`src/brb_pkg.sv`:
```
// Package for the byte ring buffer FIFO: operation codes, result struct and defaults.
// No dependencies; imported by every module of the block.
`timescale 1ns / 1ps

package brb_pkg;

  localparam int unsigned DefaultDepth = 1024;
  localparam int unsigned CountW       = 10;
  localparam int unsigned OverrunW     = 32;
  localparam int unsigned ByteW        = 8;

  typedef enum logic [2:0] {
    KIND_PUSH    = 3'd0,
    KIND_READ    = 3'd1,
    KIND_PEEK    = 3'd2,
    KIND_DISCARD = 3'd3,
    KIND_FLUSH   = 3'd4
  } brb_kind_e;

  typedef struct packed {
    logic                byte_sel;
    logic                byte_valid;
    logic [CountW-1:0]   moved;
    logic [CountW-1:0]   fill;
    logic [CountW-1:0]   free;
    logic [OverrunW-1:0] overrun;
    logic                empty;
    logic                full;
  } brb_res_t;

endpackage

```
`src/brb_ctrl.sv`:
```
// Pointer, fill and overrun logic of the ring buffer; drives the storage ports.
// Depends on brb_pkg for operation codes and the result struct.
`timescale 1ns / 1ps

module brb_ctrl #(
  parameter int unsigned DEPTH = brb_pkg::DefaultDepth,
  parameter int unsigned AW    = $clog2(DEPTH)
) (
  input  logic                      clk_i,
  input  logic                      rst_ni,
  input  logic                      req_i,
  input  logic [2:0]                kind_i,
  input  logic [brb_pkg::ByteW-1:0]  data_byte_i,
  input  logic                      first_of_write_i,
  input  logic [brb_pkg::CountW-1:0] amount_i,
  output logic                      mem_we_o,
  output logic [AW-1:0]             mem_waddr_o,
  output logic [brb_pkg::ByteW-1:0]  mem_wdata_o,
  output logic [AW-1:0]             mem_raddr_o,
  output brb_pkg::brb_res_t         res_o
);
  import brb_pkg::*;

  localparam int unsigned SW = ((AW > CountW) ? AW : CountW) + 1;

  logic [AW-1:0]       wp_q, wp_d, rp_q, rp_d;
  logic [OverrunW-1:0] ovr_q, ovr_d;
  logic                drop_q, drop_d;

  logic [SW-1:0] fill_pre, fill_post, amount_ext, moved, peek_sum, disc_sum, free_post;
  logic [AW-1:0] peek_addr, wp_inc, wp_d_inc;
  logic          can_push, valid, sel;
  brb_kind_e     kind;

  function automatic logic [SW-1:0] fill_of(logic [AW-1:0] w, logic [AW-1:0] r);
    logic [SW-1:0] diff;
    diff = SW'(w) - SW'(r);
    if (w < r) begin
      diff = diff + SW'(DEPTH);
    end
    return diff;
  endfunction

  function automatic logic [AW-1:0] ptr_inc(logic [AW-1:0] p);
    return (p == AW'(DEPTH - 1)) ? '0 : p + AW'(1);
  endfunction

  // pointer plus an offset below DEPTH, folded back into range
  function automatic logic [SW-1:0] wrap_add(logic [AW-1:0] p, logic [SW-1:0] off);
    logic [SW-1:0] s;
    s = SW'(p) + off;
    if (s >= SW'(DEPTH)) begin
      s = s - SW'(DEPTH);
    end
    return s;
  endfunction

  assign kind       = brb_kind_e'(kind_i);
  assign fill_pre   = fill_of(wp_q, rp_q);
  assign amount_ext = SW'(amount_i);
  assign wp_inc     = ptr_inc(wp_q);
  assign can_push   = fill_pre < SW'(DEPTH - 1);
  assign peek_sum   = wrap_add(rp_q, amount_ext);
  assign peek_addr  = peek_sum[AW-1:0];
  assign disc_sum   = wrap_add(rp_q, (amount_ext < fill_pre) ? amount_ext : fill_pre);

  always_comb begin
    wp_d   = wp_q;
    rp_d   = rp_q;
    ovr_d  = ovr_q;
    drop_d = drop_q;
    moved  = '0;
    valid  = 1'b0;
    sel    = 1'b0;
    unique case (kind)
      KIND_PUSH: begin
        if (first_of_write_i) begin
          drop_d = 1'b0;
        end
        if (can_push) begin
          wp_d  = wp_inc;
          valid = 1'b1;
          moved = SW'(1);
        end else if (!(drop_q && !first_of_write_i)) begin
          ovr_d  = ovr_q + OverrunW'(1);
          drop_d = 1'b1;
        end
      end
      KIND_READ: begin
        if (fill_pre != '0) begin
          rp_d  = ptr_inc(rp_q);
          valid = 1'b1;
          sel   = 1'b1;
          moved = SW'(1);
        end
      end
      KIND_PEEK: begin
        if (amount_ext < fill_pre) begin
          valid = 1'b1;
          sel   = 1'b1;
          moved = SW'(1);
        end
      end
      KIND_DISCARD: begin
        moved = (amount_ext < fill_pre) ? amount_ext : fill_pre;
        rp_d  = disc_sum[AW-1:0];
      end
      KIND_FLUSH: begin
        moved  = fill_pre;
        wp_d   = '0;
        rp_d   = '0;
        ovr_d  = '0;
        drop_d = 1'b0;
      end
      default: begin
      end
    endcase
  end

  assign fill_post = fill_of(wp_d, rp_d);
  assign free_post = SW'(DEPTH - 1) - fill_post;
  assign wp_d_inc  = ptr_inc(wp_d);

  always_comb begin
    res_o            = '0;
    res_o.byte_sel   = sel;
    res_o.byte_valid = valid;
    res_o.moved      = moved[CountW-1:0];
    res_o.fill       = fill_post[CountW-1:0];
    res_o.free       = free_post[CountW-1:0];
    res_o.overrun    = ovr_d;
    res_o.empty      = (wp_d == rp_d);
    res_o.full       = (wp_d_inc == rp_d);
  end

  assign mem_we_o    = req_i && (kind == KIND_PUSH) && can_push;
  assign mem_waddr_o = wp_q;
  assign mem_wdata_o = data_byte_i;
  assign mem_raddr_o = (kind == KIND_READ) ? rp_q : peek_addr;

  always_ff @(posedge clk_i or negedge rst_ni) begin
    if (!rst_ni) begin
      wp_q   <= '0;
      rp_q   <= '0;
      ovr_q  <= '0;
      drop_q <= 1'b0;
    end else if (req_i) begin
      wp_q   <= wp_d;
      rp_q   <= rp_d;
      ovr_q  <= ovr_d;
      drop_q <= drop_d;
    end
  end

endmodule

```
`config.mk`:
```
export PLATFORM = sky130hd
export DESIGN_NAME = brb_ctrl
export DESIGN_NICKNAME = d
export VERILOG_FILES = /design/src/brb_pkg.sv /design/src/brb_ctrl.sv
export SDC_FILE = /design/constraint.sdc
export NUM_CORES = 1
export LEC_CHECK = 0
export BUFFER_PORTS_ARGS = -buffer_cell sky130_fd_sc_hd__buf_2
export CELL_PAD_IN_SITES_DETAIL_PLACEMENT = 1
export CELL_PAD_IN_SITES_GLOBAL_PLACEMENT = 2
export CORE_MARGIN = 1.5
export CORE_UTILIZATION = 35
export DETAILED_ROUTE_END_ITERATION = 7
export GPL_TIMING_DRIVEN = 0
export PLACE_DENSITY = 0.95
export SYNTH_ARGS = -nofsm -noshare
export SYNTH_HDL_FRONTEND = slang
export SYNTH_SLANG_ARGS = --single-unit
```
`constraint.sdc`:
```
create_clock -name clk_i -period 19.57 [get_ports clk_i]
set_input_delay 0 -clock clk_i [delete_from_list [all_inputs] [get_ports clk_i]]
set_output_delay 0 -clock clk_i [all_outputs]
set_load 0.05 [all_outputs]
```
# == Word level (Yosys, flattened, before mapping) ==
# Index checks and enable logic that the tools add are counted.
# totals
mem_bits_rw,0
register_bits,53
rom_bits,0
latch_bits,0
n_memories,0
# op_classes
n_mux,29
n_shift,0
n_mul,0
bitwise,0
add_sub_neg,13
reduce_logical,8
eq_ne,9
n_div,0
n_lt_le_gt_ge,6
# ops
cell,count
two-way mux 10 bit,9
two-way mux 32 bit,2
case mux 32 bit (2 select lines),1
case mux 10 bit (5 select lines),1
adder 10 x 1 -> 10 bit (second input constant),4
adder 32 x 1 -> 32 bit (second input constant),1
equality test 10 bit (second input constant),3
case mux 10 bit (3 select lines),1
greater-or-equal comparator 11 bit (second input constant),2
two-way mux 11 bit,2
equality test 10 bit,2
< comparator 10 bit,2
case mux 10 bit (2 select lines),1
subtractor 10 x 1 -> 10 bit (second input constant),2
adder 10 x 10 -> 11 bit,1
adder 10 x 11 -> 11 bit,1
adder 11 bit (second input constant),1
< comparator 10 x 11 -> 1 bit,1
< comparator 11 x 10 -> 1 bit (second input constant),1
nonzero test 11 bit,1
subtractor 10 x 10 -> 11 bit,1
subtractor 10 bit,1
subtractor 10 bit (first input constant),1
two-way mux 1 bit,9
10 further kinds,14

# == Longest topological paths before layout ==
# depth
ltp_word,13
ltp_mapped,35
depth_no_buf,33

# == Worst setup path after synthesis ==
# Ideal clock, no wire load.
# synth_path
kind,register -> output
start,register wp_q[0] (netlist: mem_waddr_o[0])
end,output port res_o[1] (netlist name)
setup_slack_ns,11.840
required_time_ns,19.570
arrival_time_ns,7.730
stages_incl_launch_ff,32
cell_sequence,dfrtp_1 -> inv_1 -> ha_1 -> inv_1 -> fa_1 -> nand3_1 -> and3_1 -> or2_2 -> ha_1 -> a21o_1 -> o41ai_1 -> a31oi_1 -> a2111oi_0 -> or3_1 -> clkbuf_1 -> clkbuf_1 -> o21ai_0 -> ha_1 -> fa_1 -> a21o_1 -> a21oi_1 -> o21ai_0 -> a21o_1 -> a21oi_1 -> xor2_1 -> a21o_1 -> nor2_1 -> o211a_1 -> inv_1 -> ha_1 -> nand2_1 -> nor4_1
# synth_rtl
element,line,text
from (decl),brb_ctrl.sv:26,"logic [AW-1:0] wp_q, wp_d, rp_q, rp_d;"
from (signal assigned),brb_ctrl.sv:148,wp_q <= wp_d;
to (decl),brb_ctrl.sv:20,output brb_pkg::brb_res_t res_o

==> results.toml <==
[logic_synthesis]
syn_nets = 933
yosysTopAreaCellShare_pct = 20.4
synth-compound-area-share_pct = 23.8
synthMuxAreaShare_pct = 5.45
synth.largest_area_cell = "sky130_fd_sc_hd__dfrtp_1"
sequential_fraction_of_the_synthesis_area_pct = 20.4
yosysWarnings = 0
gate_count_of_the_mapped_netlist = 855
synth_area_leaders = "sky130_fd_sc_hd__dfrtp_1 (20%), sky130_fd_sc_hd__ha_1 (9.4%), sky130_fd_sc_hd__o21ai_0 (5.3%), sky130_fd_sc_hd__xnor2_1 (5.1%), sky130_fd_sc_hd__nand2_1 (5.0%)"
syn-mean-instance-area_um2 = 7.60
synth_cell_type_count = 75
post_synth_and_or_nand_nor_area_fraction_pct = 24.9
postSynth.asyncResetShare_pct = 100
netlist_area_um2 = 6490
yosys.area_share.adder_pct = 10.7
synth.ff_latch_count = 53
xor_and_xnor_fraction_of_the_mapped_netlist_area_pct = 8.63
postSynth.topFlopCell = "sky130_fd_sc_hd__dfrtp_1"
synth_top_family_by_area = "simple AND/OR/NAND/NOR gates"
synth_edf_count = 0

[placement]
placement.io_buffers = 110
placer_congestion = 0.883
post-place-ws_ps = 11450
post-dp-hpwl_um = 17400

[detailed_routing]
wl_um = 21700
detail_route.first_pass.iterations = 8
dr.first_iter.drc_count = 312
final_antenna_net_count = 0
total_drc_errors_in_the_routed_layout = 9
vias = 6792
routed_wire_length_per_instance_um = 18.1
post_drt_via_cell_ratio = 5.65

[worst_setup_path]
path_max_fanout = 10
timing.reg2reg.setup_slack_ps = 12500
cp_slowest_stage_delay_ps = 780
crit_top_cell = "sky130_fd_sc_hd__a21o_1"
setup.worst_path.end_class = "primary output"
timing.critical_path.from_type = "register"
crit_path_required_time_ps = 19570
worst-setup-path-type = "register to primary output"
slowest_cell_on_the_critical_path = "sky130_fd_sc_hd__a222oi_1"
worst-endpoint-arrival_ps = 8490
ff2ff_path_depth = 25

[timing]
maxSlewHeadroom_pct = 31.8
post-route-min-period_ps = 8490
fmax_mhz = 118
fin_crit_sh_pct = 43.4
hold-worst-slack_ps = 73.0
unrepaired_setup_endpoints_after_global_routing = "false"
final_hold_viol_count = 0
finalWorstSetupSlack_ps = 11080
finClkSkew_ps = 7.01
setup_viol = 0
totalNegativeSetupSlack_ps = 0
finalMaxSlewViolations = 0
worst_margin_pin_slew_ps = 1010

[clocking]
clock_tree_from_tritoncts = "done"
insertion_delay_ps = 300
cts_inserted_buffers = 5
max-clock-path-buffers = 2
worst_setup_hold_path_clk_slew_ps = 70
cts.htree.levels = 2
holdBufCountCts = 0
cts-root-buf = "sky130_fd_sc_hd__clkbuf_16"
clock_sink_count = 53
post_cts.resized_instances = 0
cts_post_setup_buffers_inserted = 0

[floorplan]
floorplan.core_area_um2 = 18100
io_pins = 120
die_area_um2 = 19400
floorplan.initialDensity_pct = 35.9
die_w_um = 139
fp-row-count = 49
die_y_um = 139

[global_routing]
grt_overflow = 0
track_usage_pct = 22.5
grt_start_max_net_pins = 54
grt_pass1_vias = 6835
antenna_found_initial = 0
grt_first_pass_wirelength_um = 35600

[worst_hold_path]
hold_path_class = "input port to register"
hold_depth = 4

[pwr]
power-per-cell-area_nw_per_um2 = 168
total_leakage_power_nw = 3.62
peakVddDrop_v = 0.000107

[run_status]
failed_checks = "DRC"
status = "finished, violations left"

[finish]
antenna_cells = 0
synthToLayoutAreaGrowth_pct = 15.2
finish.net_count = 1051
final_layout_size_suffix_gt1_share_pct = 18.7

[run]
drv.max_cap_violation_count = 0
==> per-stage QoR <==
step,std cells,power [mW],cell area [um2],utilization (%)
2_1_floorplan,855,0.936,6490,-
3_3_place_gp,1194,1.15,7330,40.5
3_5_place_dp,1194,1.17,7330,40.5
4_1_cts,1202,1.26,7470,41.3
5_1_grt,1203,1.36,7480,41.4
6_report,1203,1.26,7480,41.4
==> per-layer routing <==
layer / vias up / part of all wire [%] / GRT usage (%)
met4: 0 / 2.6 / 7.67
met3: 40 / 4.3 / 2.68
met1: 3277 / 45 / 28.6
met5: - / 0 / 0
met2: 184 / 49 / 39.4
li1: 3291 / - / -
==> synth_stat cells, types with 10 or more instances <==
cell type	instances
sky130_fd_sc_hd__a21o_1	23
sky130_fd_sc_hd__a21oi_1	62
sky130_fd_sc_hd__and2_1	11
sky130_fd_sc_hd__and3_1	28
sky130_fd_sc_hd__buf_4	10
sky130_fd_sc_hd__clkbuf_1	25
sky130_fd_sc_hd__dfrtp_1	53
sky130_fd_sc_hd__ha_1	49
sky130_fd_sc_hd__inv_1	52
sky130_fd_sc_hd__mux2_2	27
sky130_fd_sc_hd__nand2_1	86
sky130_fd_sc_hd__nand2b_1	13
sky130_fd_sc_hd__nand3_1	34
sky130_fd_sc_hd__nand4_1	10
sky130_fd_sc_hd__nor2_1	82
sky130_fd_sc_hd__nor3_1	15
sky130_fd_sc_hd__o21ai_0	69
sky130_fd_sc_hd__xnor2_1	38
sky130_fd_sc_hd__xor2_1	26
==> layout by cell type (no fill, tap or decap), types with 4 or more instances in the layout <==
cell | synthesis | layout
sky130_fd_sc_hd__buf_2 | 5 | 114
sky130_fd_sc_hd__nand2_1 | 86 | 86
sky130_fd_sc_hd__nor2_1 | 82 | 82
sky130_fd_sc_hd__o21ai_0 | 69 | 69
sky130_fd_sc_hd__a21oi_1 | 62 | 62
sky130_fd_sc_hd__dfrtp_1 | 53 | 53
sky130_fd_sc_hd__inv_1 | 52 | 52
sky130_fd_sc_hd__ha_1 | 49 | 49
sky130_fd_sc_hd__xnor2_1 | 38 | 38
sky130_fd_sc_hd__nand3_1 | 34 | 34
sky130_fd_sc_hd__and3_1 | 28 | 28
sky130_fd_sc_hd__mux2_2 | 27 | 27
sky130_fd_sc_hd__clkbuf_1 | 25 | 26
sky130_fd_sc_hd__xor2_1 | 26 | 26
sky130_fd_sc_hd__a21o_1 | 23 | 23
sky130_fd_sc_hd__nor3_1 | 15 | 15
sky130_fd_sc_hd__nand2b_1 | 13 | 13
sky130_fd_sc_hd__and2_1 | 11 | 11
sky130_fd_sc_hd__buf_4 | 10 | 11
sky130_fd_sc_hd__nand4_1 | 10 | 10
sky130_fd_sc_hd__or3_1 | 8 | 8
sky130_fd_sc_hd__a31oi_1 | 8 | 8
sky130_fd_sc_hd__nor2b_1 | 7 | 7
sky130_fd_sc_hd__o21bai_1 | 7 | 7
sky130_fd_sc_hd__o31ai_1 | 6 | 6
sky130_fd_sc_hd__o211ai_1 | 5 | 5
sky130_fd_sc_hd__mux2i_1 | 5 | 5
sky130_fd_sc_hd__nand3b_1 | 5 | 5
sky130_fd_sc_hd__clkbuf_16 | 0 | 5
sky130_fd_sc_hd__o21a_1 | 4 | 4
sky130_fd_sc_hd__a211oi_1 | 4 | 4
sky130_fd_sc_hd__fa_1 | 4 | 4
==> path summary, 6_finish.rpt <==
kind,start,endpoint
max,rp_q[0],res_o[53]
min,first_of_write_i,drop_q
max reg2reg,rp_q[0],rp_q[9]
min reg2reg,ovr_q[31],ovr_q[31]
max in group asynchronous,rst_ni,rp_q[9]
min in group asynchronous,rst_ni,ovr_q[26]
==> critical path: cells and delay by family, from the launching register on <==
family                     cells  cell delay, ps
AOI/OAI and AO/OA             15            3480
adders and majority gates      6            2110
buffers and inverters          4            1090
DFF                            1             600
xor gates and xnor gates       2             580
and+or+nand+nor                2             330
==> power by group <==
part           leakage (nW)  total [mW]  internal (mW)  switching, mW
combinational          2.85        1.02          0.314          0.707
sequential            0.695       0.150          0.121         0.0286
clock                0.0706      0.0891         0.0472         0.0419
==> sequential cells by signal, indices dropped and copies added, names as in the netlist <==
register and cells:
rp_q 10, mem_waddr_o 10, drop_q 1, ovr_q 32
==> layout make-up <==
cell class,instances,area (um2)
clock inverters,2,10.0
multi-input cells,707,4770
well taps,229,287
flip-flops and latches,53,1330
repair buffers,111,563
plain buffers,42,201
clock buffers,6,129
fillers,2306,10600
inverters,53,199
==> cell families (layout without fill, tap and decap cells) <==
group	Yosys count	in the layout
compound gates	234	234
xor+xnor	64	64
fa+ha+maj	53	53
buf+inv	95	214
flops	53	53
mux	32	32
simple gates	324	324
Note: power is estimated with default switching activity, not from simulation.
